[config.mk]
export PLATFORM = sky130hd
export DESIGN_NAME = stw_front
export DESIGN_NICKNAME = d
export VERILOG_FILES = /design/src/design/strided_tensor_walker_macros.svh /design/src/design/stw_pkg.sv /design/src/design/stw_front.sv
export SDC_FILE = /design/constraint.sdc
export NUM_CORES = 1
export LEC_CHECK = 0
export BUFFER_PORTS_ARGS = -buffer_cell sky130_fd_sc_hd__buf_4
export CAP_MARGIN = 20
export CORE_AREA = 2 2 162 164
export CTS_BUF_LIST = sky130_fd_sc_hd__clkbuf_4 sky130_fd_sc_hd__clkbuf_8
export CTS_CLUSTER_SIZE = 14
export DETAILED_ROUTE_END_ITERATION = 16
export DIE_AREA = 0 0 164 166
export HOLD_SLACK_MARGIN = 0.1
export SLEW_MARGIN = 20
export SYNTH_ARGS = -nofsm -noshare
export SYNTH_HDL_FRONTEND = slang
export SYNTH_SLANG_ARGS = --single-unit
[constraint.sdc]
create_clock -name clk -period 7.77 [get_ports clk]
set_clock_uncertainty 0.05 [all_clocks]
set_input_delay 1.554 -clock clk [delete_from_list [all_inputs] [get_ports clk]]
set_output_delay 1.554 -clock clk [all_outputs]
set_load 0.01 [all_outputs]
[src/design/strided_tensor_walker_macros.svh]
// Assertion macros shared by the strided tensor walker modules.
`ifndef STRIDED_TENSOR_WALKER_MACROS_SVH
`define STRIDED_TENSOR_WALKER_MACROS_SVH

// Flag any clock edge outside reset at which cond is false.
`define STW_ASSERT_ALWAYS(lbl, clk_s, rst_s, cond, msg) \
    lbl: assert property (@(posedge clk_s) disable iff (!(rst_s)) (cond)) \
        else $error(msg);

// Flag an edge at which ante holds and cons fails at the next edge.
`define STW_ASSERT_NEXT(lbl, clk_s, rst_s, ante, cons, msg) \
    lbl: assert property (@(posedge clk_s) disable iff (!(rst_s)) (ante) |=> (cons)) \
        else $error(msg);

`endif

[src/design/stw_pkg.sv]
// Shared types, constants and helper functions of the strided tensor walker.
`timescale 1ns / 1ps

package stw_pkg;

    localparam int MAX_DIMS    = 4;
    localparam int EXTENT_BITS = 12;

    localparam int DIMS_W     = 3;
    localparam int EXTENTS_W  = 48;
    localparam int STRIDES_W  = 63;
    localparam int STRIDE_W   = 32;
    localparam int OFFSET_W   = 32;
    localparam int MODE_W     = 2;
    localparam int WORD_W     = 32;
    localparam int ADDR_W     = 46;
    localparam int COUNT_W    = 48;
    localparam int CFG_DATA_W = 63;
    localparam int CFG_IDX_W  = 3;
    localparam int PROD_W     = EXTENT_BITS + STRIDE_W;

    localparam int QUEUE_DEPTH = 4;
    localparam int Q_PTR_W     = $clog2(QUEUE_DEPTH);
    localparam int Q_CNT_W     = $clog2(QUEUE_DEPTH + 1);

    localparam logic [EXTENTS_W-1:0] EXTENTS_RESET = 48'h0010_0100_1001;

    typedef enum logic [CFG_IDX_W-1:0] {
        REG_DIM_COUNT    = 3'd0,
        REG_EXTENTS      = 3'd1,
        REG_STRIDES_LOW  = 3'd2,
        REG_STRIDES_HIGH = 3'd3,
        REG_BASE_OFFSET  = 3'd4,
        REG_WALK_MODE    = 3'd5,
        REG_FILL_VALUE   = 3'd6
    } cfg_reg_e;

    typedef enum logic [MODE_W-1:0] {
        MODE_GATHER  = 2'd0,
        MODE_SCATTER = 2'd1,
        MODE_FILL    = 2'd2
    } walk_mode_e;

    typedef struct packed {
        logic [DIMS_W-1:0]    dim_count;
        logic [EXTENTS_W-1:0] extents;
        logic [STRIDES_W-1:0] strides_low;
        logic [STRIDES_W-1:0] strides_high;
        logic [OFFSET_W-1:0]  base_offset;
        logic [MODE_W-1:0]    walk_mode;
        logic [WORD_W-1:0]    fill_value;
    } cfg_t;

    // One classified step handed from the counter front to the address back.
    typedef struct packed {
        logic [MAX_DIMS-1:0][EXTENT_BITS-1:0] idx;
        logic [COUNT_W-1:0]                   count;
        logic [WORD_W-1:0]                    data;
        logic                                 last;
    } walk_item_t;

    // Extent of dim d; a zero field or a field beyond the register reads as one.
    function automatic logic [EXTENT_BITS-1:0] extent_of(
        input logic [EXTENTS_W-1:0] ext,
        input int                   d
    );
        logic [EXTENTS_W-1:0]   sh;
        logic [EXTENT_BITS-1:0] e;
        sh = ext >> (d * EXTENT_BITS);
        e  = sh[EXTENT_BITS-1:0];
        if (d * EXTENT_BITS >= EXTENTS_W || e == '0)
        begin
            e = EXTENT_BITS'(1);
        end
        return e;
    endfunction

    // Stride of dim d; dims above the fourth have none.
    function automatic logic [STRIDE_W-1:0] stride_of(
        input logic [STRIDES_W-1:0] lo,
        input logic [STRIDES_W-1:0] hi,
        input int                   d
    );
        logic [STRIDE_W-1:0] s;
        unique case (d)
            0:       s = lo[STRIDE_W-1:0];
            1:       s = {1'b0, lo[STRIDES_W-1:STRIDE_W]};
            2:       s = hi[STRIDE_W-1:0];
            3:       s = {1'b0, hi[STRIDES_W-1:STRIDE_W]};
            default: s = '0;
        endcase
        return s;
    endfunction

endpackage

[src/design/stw_front.sv]
// Walk front: per-dim index counters, element count and last detection.
`timescale 1ns / 1ps

module stw_front
    import stw_pkg::*;
(
    input  logic              clk,
    input  logic              rst_n,
    input  cfg_t              cfg,
    input  logic              in_valid,
    output logic              in_ready,
    input  logic              action,
    input  logic [WORD_W-1:0] elem_value,
    output logic              item_valid,
    input  logic              item_ready,
    output walk_item_t        item
);

    logic [MAX_DIMS-1:0][EXTENT_BITS-1:0] idx_reg;
    logic [MAX_DIMS-1:0][EXTENT_BITS-1:0] idx_next;
    logic [COUNT_W-1:0]                   count_reg;
    logic [COUNT_W-1:0]                   count_next;

    logic [MAX_DIMS-1:0][EXTENT_BITS-1:0] idx_cur;
    logic [MAX_DIMS-1:0][EXTENT_BITS-1:0] idx_step;
    logic [MAX_DIMS-1:0]                  used;
    logic [MAX_DIMS-1:0]                  at_end;
    logic [COUNT_W-1:0]                   count_cur;
    logic                                 last;
    logic                                 take;

    assign take       = in_valid && item_ready;
    assign in_ready   = item_ready;
    assign item_valid = in_valid;

    always_comb
    begin
        int n;
        logic carry;
        logic [EXTENT_BITS:0] inc;
        logic [EXTENT_BITS:0] ext;

        n = int'(cfg.dim_count);
        if (n == 0)
        begin
            n = 1;
        end
        else if (n > MAX_DIMS)
        begin
            n = MAX_DIMS;
        end

        count_cur = action ? '0 : count_reg;
        for (int d = 0; d < MAX_DIMS; d++)
        begin
            used[d]    = (d < n);
            idx_cur[d] = action ? '0 : idx_reg[d];
            inc        = {1'b0, idx_cur[d]} + (EXTENT_BITS+1)'(1);
            ext        = {1'b0, extent_of(cfg.extents, d)};
            at_end[d]  = (inc >= ext);
        end
        last = &(at_end | ~used);

        // Ripple the carry from the innermost dim outward.
        carry = 1'b1;
        for (int d = MAX_DIMS - 1; d >= 0; d--)
        begin
            idx_step[d] = idx_cur[d];
            if (used[d] && carry)
            begin
                if (at_end[d])
                begin
                    idx_step[d] = '0;
                end
                else
                begin
                    idx_step[d] = idx_cur[d] + EXTENT_BITS'(1);
                    carry       = 1'b0;
                end
            end
        end

        for (int d = 0; d < MAX_DIMS; d++)
        begin
            item.idx[d] = used[d] ? idx_cur[d] : '0;
        end
        item.count = count_cur;
        item.data  = (cfg.walk_mode == MODE_FILL) ? cfg.fill_value : elem_value;
        item.last  = last;

        idx_next   = idx_reg;
        count_next = count_reg;
        if (take)
        begin
            if (last)
            begin
                idx_next   = '0;
                count_next = '0;
            end
            else
            begin
                idx_next   = idx_step;
                count_next = count_cur + COUNT_W'(1);
            end
        end
    end

    always_ff @(posedge clk or negedge rst_n)
    begin
        if (!rst_n)
        begin
            idx_reg   <= '0;
            count_reg <= '0;
        end
        else
        begin
            idx_reg   <= idx_next;
            count_reg <= count_next;
        end
    end

endmodule

Yosys cells after proc, flatten, opt, wreduce, memory -nomap -nowiden --
Cells that the tools add are included.
Word-level totals: ROM bits 0, logic and storage cells 68, output and inout port bits 131, register bits after elaboration 96, latch bits 0, input port bits 280, RAM bits 0, memories kept 0
Operators by class: $add $sub $neg 9, $lt $le $gt $ge 9, bitwise operators 2, eq/ne operators 1, divide/modulo/power cells 0, shift operators 0, reductions and logical operators 10, $mul 0, muxes and demuxes 32
Operators with widths (number):
- $mux W12 | 20
- $mux W48 | 3
- $lt A3 B32 Y1 const A | 2
- $mux W32 | 2
- $add A12 B1 Y13 const B | 4
- $ge A13 B12 Y1 | 4
- $add A12 B1 Y12 const B | 4
- $add A48 B1 Y48 const B | 1
- $logic_not A12 Y1 | 4
- $lt A1 B32 Y1 const A | 1
- $lt A2 B32 Y1 const A | 1
- $mux W1 | 6
- $logic_and A1 B1 Y1 | 4
- $not A4 Y4 | 1
- $or A4 B4 Y4 | 1
- $reduce_and A4 Y1 | 1
- $gt A3 B3 Y1 const B | 1
- $logic_not A3 Y1 | 1
- $mux W3 | 1
- $eq A2 B2 Y1 const B | 1

Logic depth before layout (Yosys ltp) --
Gate-level depths: netlist of run 1.
depth after elaboration 12, depth in mapped cells 22, mapped depth without buffers 17

Least setup slack after synthesis of run 1 --
Ideal clock, no wire load.
kind input -> output, start in action, end out item[0] (netlist bit), arrival 5606 ps, path buffers 8, stages 20, path slack 560 ps, data required time 6166 ps, cell sequence buf_6 clkbuf_1 clkbuf_1 clkbuf_1 clkbuf_1 clkbuf_1 nor2b_1 ha_1 nand4_1 nor2_1 and4_1 xor2_1 ha_1 a2111o_1 nor3_1 a21oi_1 nand4_1 inv_2 clkbuf_1 buf_4
On the way: cells in the longest elaborated chain, start to end 5, elaborated cells between the ends (all ways) 14, classes of those cells 4 x add/sub; 4 x order compare; 4 x mux; 1 x bitwise; 1 x reduce/logical
Ends and longest elaborated chain:
- from (decl) | line stw_front.sv:12 | input logic action,
- $mux W12 | line stw_front.sv:57 | idx_cur[d] = action ? '0 : idx_reg[d];
- $add A12 B1 Y13 | line stw_front.sv:58 | inc = {1'b0, idx_cur[d]} + (EXTENT_BITS+1)'(1);
- $ge A13 B12 Y1 | line stw_front.sv:60 | at_end[d] = (inc >= ext);
- $or A4 B4 Y4 * | line stw_front.sv:62 | last = &(at_end | ~used);
- $reduce_and A4 Y1 * | line stw_front.sv:62
- to (decl) | line stw_front.sv:16 | output walk_item_t item
Every way passes the cells marked *; elsewhere a longest branch is shown, timed or not.

==> results.json, run 1 <==
{
  "grt_pass1_wl_um": 45400,
  "hold_class": "reg -> reg",
  "core_area_um2": 25600,
  "drc": 0,
  "rows": 59,
  "post_cts_resized": 0,
  "netlist_instances": 1094,
  "status": "finished, final reports clean",
  "power.density_nw_per_um2": 111,
  "ys_ff_latch": 96,
  "grt_use_total": 0.205,
  "via_count": 8844,
  "slowest_stage": "nand4_1",
  "gp_congestion": 0.860,
  "fin_setup_tns_ns": 0,
  "max_cap_violations": 0,
  "htree_num_levels": 3,
  "initial_core_util": 0.336,
  "die_h_um": 166,
  "synth_edf_count": 0,
  "p_switching_mw": 0.409,
  "startpoint_type": "input port",
  "hold-worst-slack_ns": 0.454,
  "dp_hpwl_um": 21400,
  "clk_pin_slew_worst_paths_ns": 0.11,
  "required_ns": 6.17,
  "die_area_um2": 27200,
  "diodes": 0,
  "clock_latency_ns": 0.40,
  "drt-pass1-iter-count": 5,
  "timing.critical_path.mode_cell": "and3_1",
  "finalNetCount": 1646,
  "min_period_over_period": 0.906,
  "seqPwrFrac": 0.446,
  "ys_async_sr_fraction": 1.00,
  "end_kind": "primary output",
  "crit_type": "in -> out",
  "final_antenna_net_count": 0,
  "grt-ovfl-total": 0,
  "drive_above_1_share": 0.257,
  "cts_tree": "yes",
  "path_delay_family": "simple AND/OR/NAND/NOR gates",
  "antenna_found_initial": 0,
  "synthFlopType": "dfrtp_1",
  "ys_warn_count": 0,
  "ios": 411,
  "path_cells": "buf_4, nand2b_1, inv_1, ha_1, and3_1, and4_1, and3_1, xnor2_1, ha_1, and3_1, a21oi_1, nand4_1, nand4_1, inv_2, buf_4",
  "combPwrFrac": 0.246,
  "yosysSeqAreaShare": 0.279,
  "dpl.cell_count": 1637,
  "cpPeakStageDelay_ns": 0.42,
  "vias_per_cell": 5.35,
  "grt_max_degree": 65,
  "cts_num_sinks": 96,
  "power_switching_share": 0.333,
  "grt_pass1_vias": 8564,
  "rsz0062_at_grt": "false",
  "yosysUniqueCellTypes": 71,
  "syn-cell-area_um2": 8600,
  "slew_violations": 0,
  "drt-initial-drc-count": 502,
  "clock_tree.buffer_depth": 2,
  "wl_per_cell_um": 17.1,
  "worstMarginPinSlew_ns": 0.987,
  "crit_fanout": 45,
  "port_buffers": 252,
  "fmax_ghz": 0.142,
  "area_growth_pct": 28.1,
  "maxSlewHeadroom": 0.342,
  "finalNonFillerCells": 1653,
  "finalSetupViolCount": 0,
  "cts_inserted_buffers": 9,
  "ir_drop_mv": 0.0706,
  "finalCriticalPeriod_ns": 7.04,
  "p_int_mw": 0.819,
  "post_cts_buffers": 0,
  "power_mw": 1.23,
  "syn-num-nets": 1427,
  "ctsHoldBuffers": 0,
  "critPathBufInv": 4,
  "die_width_um": 164,
  "finalHoldViolCount": 0,
  "clock-root-buffer": "clkbuf_8",
  "cp_data_arrival_time_ns": 5.43,
  "drt_wl_total_um": 28200,
  "p_leak_nw": 5.28,
  "syn_area_per_cell_um2": 7.86,
  "clkPwrFrac": 0.309
}
## per-layer routing
layer  track usage  vias to the layer above  wire length [um]
li1              -                     4377                 -
met2         0.316                      266             12500
met4        0.0370                        0               195
met1         0.310                     4185             14000
met3        0.0250                       16              1550
met5             0                        -                 0
## power by group through the flow
stage / registers, mW / clock network (mW) / logic (mW)
finish: 0.547 / 0.379 / 0.302
global route: 0.551 / 0.409 / 0.335
CTS: 0.547 / 0.392 / 0.303
detailed placement: 0.556 / 0 / 0.302
global placement: 0.555 / 0 / 0.296
floorplan: 0.547 / 0 / 0.158
## cells in the final DEF (no fill, tap or decap), drive strengths merged, types with 8 or more instances in the layout
cell type	count
a211oi	8
a21o	8
a21oi	31
a22o	19
a31oi	8
and2	23
and3	27
and4	10
buf	267
clkbuf	9
dfrtp	96
ha	53
inv	70
mux2	32
mux2i	14
nand2	117
nand3	83
nand4	24
nor2	85
nor2b	69
nor3	25
nor4	16
o211ai	14
o21ai	65
o311ai	12
or3	17
or4	9
xnor2	18
xor2	16
## synth_stat cells (10+ instances only)
cell type,n,area share
dfrtp_1,96,0.28
inv_1,64,0.028
a21oi_1,31,0.018
a22o_1,19,0.019
o211ai_1,14,0.012
ha_1,53,0.077
and4_1,10,0.010
nand3_1,83,0.048
and2_1,23,0.017
nand2_1,116,0.051
nor2_1,85,0.037
or3_1,17,0.012
and3_1,27,0.020
nor4_1,13,0.0095
xor2_1,16,0.016
o311ai_0,11,0.011
nand4_1,24,0.017
xnor2_1,18,0.018
nor3_1,24,0.014
clkbuf_1,41,0.018
o21ai_0,65,0.038
mux2i_1,14,0.016
mux2_2,32,0.042
nor2b_1,69,0.050
## stage by stage
| step | worst slack [ns] | area (um^2) | util |
|---|---|---|---|
| floorplan | 0.560 | 8600 | - |
| finish | 0.733 | 11000 | 0.430 |
| global route | 0.404 | 11000 | 0.430 |
| detailed placement | 0.757 | 10800 | 0.421 |
| global placement | 0.796 | 10800 | 0.421 |
| CTS | 0.723 | 11000 | 0.430 |
## worst register-to-register path: stages (launching register included)
cell and delay (ns):
dfrtp_1 0.45, nor2b_1 0.34, ha_1 0.31, nand3_1 0.28, nor3_1 0.52, xnor2_1 0.14, ha_1 0.33, and3_1 0.16
o211a_1 0.12, a221oi_1 0.28, buf_4 0.19, nand4_1 0.23, a41oi_2 0.80, a21oi_1 0.34, o21ai_0 0.25
## area by class of cell
class                           instances  area [um^2]
Clock buffer                            9          124
Clock inverter                          7         97.6
Fill cell                            2646        14600
Inverter                               65          244
Multi-Input combinational cell        874         5730
Sequential cell                        96         2400
Tap cell                              335          419
Timing Repair Buffer                  267         2000
## final timing paths
check,start,endpoint,slack (ns),cells past startpoint
worst min-delay path,count_reg[0],count_reg[0],0.45,2
worst min register to register,count_reg[0],count_reg[0],0.45,2
worst max-delay path,action,item[0],0.73,15
max in group asynchronous,rst_n,idx_reg[17],5.41,2
min in group asynchronous,rst_n,count_reg[29],1.12,1
worst max register to register,idx_reg[12],idx_reg[33],2.91,14
## cells by family after synthesis
kind of cell    count (synthesis)  share of synthesized area
compound gates                204                      0.161
xor+xnor                       34                     0.0346
fa+ha+maj                      53                     0.0771
buf+inv                       124                     0.0576
flops                          96                      0.279
mux                            46                     0.0582
simple gates                  537                      0.333
(Power assumes the default switching activity.)
==> inputs of run 2 (changes only) <==
--- a/config.mk
+++ b/config.mk
@@ -5,14 +5,16 @@
 export SDC_FILE = /design/constraint.sdc
 export NUM_CORES = 1
 export LEC_CHECK = 0
+export ABC_AREA = 1
 export BUFFER_PORTS_ARGS = -buffer_cell sky130_fd_sc_hd__buf_4
 export CAP_MARGIN = 20
-export CORE_AREA = 2 2 162 164
+export CORE_AREA = 2 2 158 160
 export CTS_BUF_LIST = sky130_fd_sc_hd__clkbuf_4 sky130_fd_sc_hd__clkbuf_8
 export CTS_CLUSTER_SIZE = 14
 export DETAILED_ROUTE_END_ITERATION = 16
-export DIE_AREA = 0 0 164 166
+export DIE_AREA = 0 0 160 162
 export HOLD_SLACK_MARGIN = 0.1
+export PLACE_DENSITY = 0.68
 export SLEW_MARGIN = 20
 export SYNTH_ARGS = -nofsm -noshare
 export SYNTH_HDL_FRONTEND = slang
==> run 2 against run 1 <==
  * Cell count grew 26%
  * Critical path depth grew 2
  * First-iteration DRC count grew 37%
  * Combinational power grew 28%
  * Largest power group unchanged
==> results.json, run 2 <==
{
  "status": "finished, final reports clean",
  "finalCriticalPeriod_ns": 6.95,
  "antenna_found_initial": 0,
  "die_area_um2": 25900,
  "finalNetCount": 2093,
  "netlist_instances": 1535,
  "final_antenna_net_count": 0,
  "drive_above_1_share": 0.183,
  "clock_tree.buffer_depth": 2,
  "p_leak_nw": 6.81,
  "cts_inserted_buffers": 9,
  "end_kind": "primary output",
  "grt_max_degree": 82,
  "yosysUniqueCellTypes": 35,
  "dp_hpwl_um": 25600,
  "power_switching_share": 0.348,
  "max_cap_violations": 0,
  "wl_per_cell_um": 15.5,
  "min_period_over_period": 0.894,
  "vias_per_cell": 4.93,
  "fin_area_um2": 11700,
  "combPwrFrac": 0.305,
  "diodes": 0,
  "hold_class": "reg -> reg",
  "synth_most_common_cell": "nand2_1",
  "finalHoldViolCount": 0,
  "slowest_stage": "buf_4",
  "syn_area_per_cell_um2": 6.15,
  "required_ns": 6.17,
  "mostFrequentLayoutCells": "nand2_1, inv_1, buf_4",
  "ios": 411,
  "path_delay_family": "simple AND/OR/NAND/NOR gates",
  "startpoint_type": "input port",
  "dpl_cell_area_um2": 11600,
  "netlist.area_leader.share": 0.255,
  "post_cts_resized": 0,
  "port_buffers": 252,
  "grt_pass1_vias": 9743,
  "fin_setup_tns_ns": 0,
  "utilization": 0.487,
  "post_cts_buffers": 0,
  "worstMarginPinSlew_ns": 0.918,
  "ctsHoldBuffers": 0,
  "cts_num_sinks": 96,
  "rsz0062_at_grt": "false",
  "cpPeakStageDelay_ns": 0.45,
  "grt_pass1_wl_um": 51200,
  "synthFlopType": "dfrtp_1",
  "drt-pass1-iter-count": 7,
  "clock-root-buffer": "clkbuf_8",
  "drt_wl_total_um": 32400,
  "p_switching_mw": 0.442,
  "fmax_ghz": 0.144,
  "grt-ovfl-total": 0,
  "finalNonFillerCells": 2087,
  "timing.critical_path.mode_cell": "buf_4",
  "ys_warn_count": 0,
  "hold-worst-slack_ns": 0.432,
  "synth_area_leaders": "dfrtp_1, nand2_1, inv_1, nor2_1, ha_1",
  "clk_pin_slew_worst_paths_ns": 0.09,
  "fin_ws_ns": 0.822,
  "area_growth_pct": 24.5,
  "path_cells": "buf_4, inv_2, buf_4, nand3_1, nor2_1, nand3_1, nor3_1, xor2_1, inv_1, ha_1, nand2_1, o211ai_1, inv_1, nand2_1, nand3_2, nor2_2, buf_4",
  "core_area_um2": 24100,
  "ys_ff_latch": 96,
  "power.density_nw_per_um2": 108,
  "finalSetupViolCount": 0,
  "yosysSeqAreaShare": 0.255,
  "gp_congestion": 0.930,
  "slew_violations": 0,
  "grt_use_total": 0.248,
  "clock_latency_ns": 0.40,
  "seqPwrFrac": 0.436,
  "mostFrequentLayoutCell": "nand2_1",
  "crit_type": "in -> out",
  "ir_drop_mv": 0.0640,
  "p_int_mw": 0.829,
  "clkPwrFrac": 0.259,
  "syn-cell-area_um2": 9440,
  "pre_cts_ws_ns": 0.836,
  "critPathBufInv": 6,
  "htree_num_levels": 3,
  "syn-num-nets": 1868,
  "die_h_um": 162,
  "drt-initial-drc-count": 687,
  "initial_core_util": 0.391,
  "crit_fanout": 36,
  "synth_commonest_cells": "nand2_1, inv_1, nor2_1",
  "via_count": 10300,
  "die_width_um": 160,
  "drc": 0,
  "maxSlewHeadroom": 0.388,
  "rows": 57,
  "ys_async_sr_fraction": 1.00,
  "fillers": 2494,
  "cp_data_arrival_time_ns": 5.34,
  "yosys.area.top_type": "dfrtp_1",
  "synth_edf_count": 0,
  "dpl.cell_count": 2073,
  "cts_tree": "yes",
  "power_mw": 1.27
}
run 2: cell types whose count changed after synthesis, moves of 12 or more:
cell and change:
nand2_1 +423, inv_1 +199, nor2_1 +96, nor2b_1 -69, xor2_1 +55, o21ai_0 -45, and3_1 -26, and2_1 -23
clkbuf_1 -23, a22o_1 -19, or3_1 -17, mux2i_1 -14, o211ai_1 -12
run 2: kinds of logic after synthesis:
family | Yosys count | share of synthesized area
AO/OA/AOI/OAI | 77 | 0.0457
XOR/XNOR | 79 | 0.0733
adder cells (fa/ha/maj) | 53 | 0.0703
buffers and inverters | 315 | 0.133
flip-flops | 96 | 0.255
multiplexers | 32 | 0.0382
AND/OR/NAND/NOR | 883 | 0.385
run 2: cell type report:
type                            count  area, um^2  share of cell area
Multi-Input combinational cell   1124        5780               0.492
Sequential cell                    96        2400               0.205
Timing Repair Buffer              263        1970               0.168
Inverter                          266         998              0.0850
Tap cell                          324         405              0.0345
Clock buffer                       12         165              0.0141
Clock inverter                      2        15.0             0.00128
run 2: metal layers:
metal	part of all wire	up-vias	global-route usage
li1	-	5159	-
met1	0.46	4681	0.344
met2	0.43	408	0.386
met3	0.094	35	0.0603
met4	0.018	0	0.0680
met5	0	-	0
run 2: power by group through the flow:
stage	Combinational (mW)	Sequential [mW]	Clock, mW
6_report	0.388	0.553	0.330
2_1_floorplan	0.227	0.557	0
5_1_grt	0.437	0.558	0.364
3_5_place_dp	0.388	0.562	0
4_1_cts	0.390	0.553	0.337
3_3_place_gp	0.382	0.562	0
run 2: path summary, 6_finish.rpt:
| path | slack (ns) | depth (start not counted) | from | endpoint |
|---|---|---|---|---|
| max | 0.82 | 17 | action | item[0] |
| min | 0.43 | 2 | idx_reg[36] | idx_reg[36] |
| max reg2reg | 3.61 | 22 | idx_reg[28] | idx_reg[41] |
| min reg2reg | 0.43 | 2 | idx_reg[36] | idx_reg[36] |
| max in group asynchronous | 5.37 | 2 | rst_n | idx_reg[37] |
| min in group asynchronous | 1.16 | 1 | rst_n | idx_reg[25] |
run 2: worst min-delay path, delay by kind of cell (launching register included):
kind / cells / cell delay (ns)
DFF: 1 / 0.35
and+or+nand+nor: 2 / 0.10
==> inputs of run 3 (changes only) <==
--- a/config.mk
+++ b/config.mk
@@ -8,13 +8,13 @@
 export ABC_AREA = 1
 export BUFFER_PORTS_ARGS = -buffer_cell sky130_fd_sc_hd__buf_4
 export CAP_MARGIN = 20
-export CORE_AREA = 2 2 158 160
+export CORE_AREA = 2 2 162 164
 export CTS_BUF_LIST = sky130_fd_sc_hd__clkbuf_4 sky130_fd_sc_hd__clkbuf_8
 export CTS_CLUSTER_SIZE = 14
 export DETAILED_ROUTE_END_ITERATION = 16
-export DIE_AREA = 0 0 160 162
+export DIE_AREA = 0 0 164 166
 export HOLD_SLACK_MARGIN = 0.1
-export PLACE_DENSITY = 0.68
+export PLACE_DENSITY = 0.65
 export SLEW_MARGIN = 20
 export SYNTH_ARGS = -nofsm -noshare
 export SYNTH_HDL_FRONTEND = slang
==> run 3 against run 2 <==
  * First-iteration DRC count down 1.5%
  * Global-route usage down 2.0 points
  * Wire length down 2.1%
  * Sequential cell count unchanged
  * Clock power down 2%
  * Cell count up 0.48%
  * Sequential power about the same
  * Sequential share of layout area about the same
  * Highest routed layer unchanged
==> results.json, run 3 (same netlist as run 2, synthesis figures left out) <==
{
  "status": "finished, final reports clean",
  "hold_path_end": "idx_reg[0]",
  "mostFrequentLayoutCell": "nand2_1",
  "finalNetCount": 2090,
  "power.density_nw_per_um2": 108,
  "drive_above_1_share": 0.183,
  "grt-ovfl-total": 0,
  "drt_wl_total_um": 31700,
  "end_kind": "primary output",
  "mostFrequentLayoutCells": "nand2_1, inv_1, buf_4",
  "fmax_ghz": 0.144,
  "p_leak_nw": 6.79,
  "p_switching_mw": 0.455,
  "core_area_um2": 25600,
  "min_period_over_period": 0.891,
  "dp_hpwl_um": 24800,
  "fin_area_um2": 11700,
  "maxSlewHeadroom": 0.327,
  "finalSetupViolCount": 0,
  "grt_max_degree": 88,
  "drc": 0,
  "cpPeakStageDelay_ns": 0.55,
  "htree_num_levels": 3,
  "dpl_cell_area_um2": 11600,
  "reg2reg_depth": 20,
  "required_ns": 6.17,
  "startpoint_type": "input port",
  "ctsHoldBuffers": 0,
  "finalHoldViolCount": 0,
  "cp_data_arrival_time_ns": 5.32,
  "path_cells": "buf_4, inv_2, buf_4, nand2_1, inv_1, ha_1, nand3_2, nor2_4, nand2_1, nor2_1, xor2_1, ha_1, a21oi_1, o211ai_1, nor2_1, nand2_1, nor2_4, nor2_2, buf_4",
  "dpl.cell_count": 2081,
  "finalCriticalPeriod_ns": 6.92,
  "crit_type": "in -> out",
  "clkPwrFrac": 0.256,
  "drt-pass1-iter-count": 5,
  "die_area_um2": 27200,
  "finalNonFillerCells": 2097,
  "slew_violations": 0,
  "via_count": 10300,
  "post_cts_resized": 0,
  "highest_layer": "met4",
  "port_buffers": 252,
  "ios": 411,
  "fin_ws_ns": 0.848,
  "seqPwrFrac": 0.439,
  "reg2reg_to": "count_reg[41]",
  "power_mw": 1.26,
  "diodes": 0,
  "crit_fanout": 48,
  "fillers": 2706,
  "max_cap_violations": 0,
  "wl_met3_um": 3010,
  "cts_inserted_buffers": 9,
  "hold_class": "reg -> reg",
  "gp_congestion": 0.963,
  "route.met2.wl_um": 13600,
  "fin_setup_tns_ns": 0,
  "grt_use_total": 0.228,
  "clk_pin_slew_worst_paths_ns": 0.09,
  "post_cts_buffers": 0,
  "min_delay_path_depth": 2,
  "r2r_start": "idx_reg[24]",
  "combPwrFrac": 0.305,
  "drt-initial-drc-count": 677,
  "clock-root-buffer": "clkbuf_8",
  "hold-worst-slack_ns": 0.437,
  "r2r_slack_ns": 3.46,
  "grt_pass1_vias": 9619,
  "ir_drop_mv": 0.105,
  "antenna_found_initial": 0,
  "pre_cts_ws_ns": 0.832,
  "clock_tree.buffer_depth": 2,
  "slowest_stage": "buf_4",
  "worstMarginPinSlew_ns": 1.01,
  "met1Wirelength_um": 14400,
  "area_growth_pct": 24.4,
  "power_switching_share": 0.360,
  "rows": 59,
  "grt_pass1_wl_um": 49200,
  "p_int_mw": 0.809,
  "rsz0062_at_grt": "false",
  "final_antenna_net_count": 0,
  "vias_per_cell": 4.90,
  "cts_num_sinks": 96,
  "utilization": 0.458,
  "hold_start": "idx_reg[0]",
  "clock_latency_ns": 0.38,
  "die_width_um": 164,
  "wl_per_cell_um": 15.1,
  "initial_core_util": 0.368,
  "die_h_um": 166,
  "cts_tree": "yes"
}
==> run 3: cell type report <==
cell class                      instances  area, um^2  area share
Sequential cell                        96        2400       0.205
Inverter                              266         998      0.0851
Clock inverter                          7        56.3     0.00480
Clock buffer                            9         124      0.0106
Timing Repair Buffer                  260        1950       0.166
Multi-Input combinational cell       1124        5790       0.493
Tap cell                              335         419      0.0357
==> run 3: worst max-delay path, delay by kind of cell <==
family,cells,cell delay (ns)
adders and majority gates,2,0.51
AOI/OAI and AO/OA,2,0.26
and+or+nand+nor,9,1.36
xor gates and xnor gates,1,0.21
buffers and inverters,5,1.38
==> run 3: how the worst max path moves through the flow <==
stage	startpoint	to	slack (ns)
after CTS	action	item[0]	0.82
final	action	item[0]	0.85
after floorplan	action	item[0]	1.79
after global routing	action	item[0]	0.48
after global placement	action	item[0]	0.89
after detailed placement	action	item[0]	0.83
==> run 3: metal layers <==
metal  vias to the layer above  GRT usage
li1                       5161          -
met5                         -          0
met2                       412      0.350
met4                         0     0.0690
met1                      4665      0.318
met3                        37     0.0519
==> run 3: power groups by stage <==
stage	clock [mW]	sequential, mW	combinational (mW)
detailed placement	0	0.563	0.387
global route	0.355	0.559	0.434
floorplan	0	0.557	0.227
global placement	0	0.562	0.381
CTS	0.335	0.554	0.389
finish	0.324	0.554	0.385
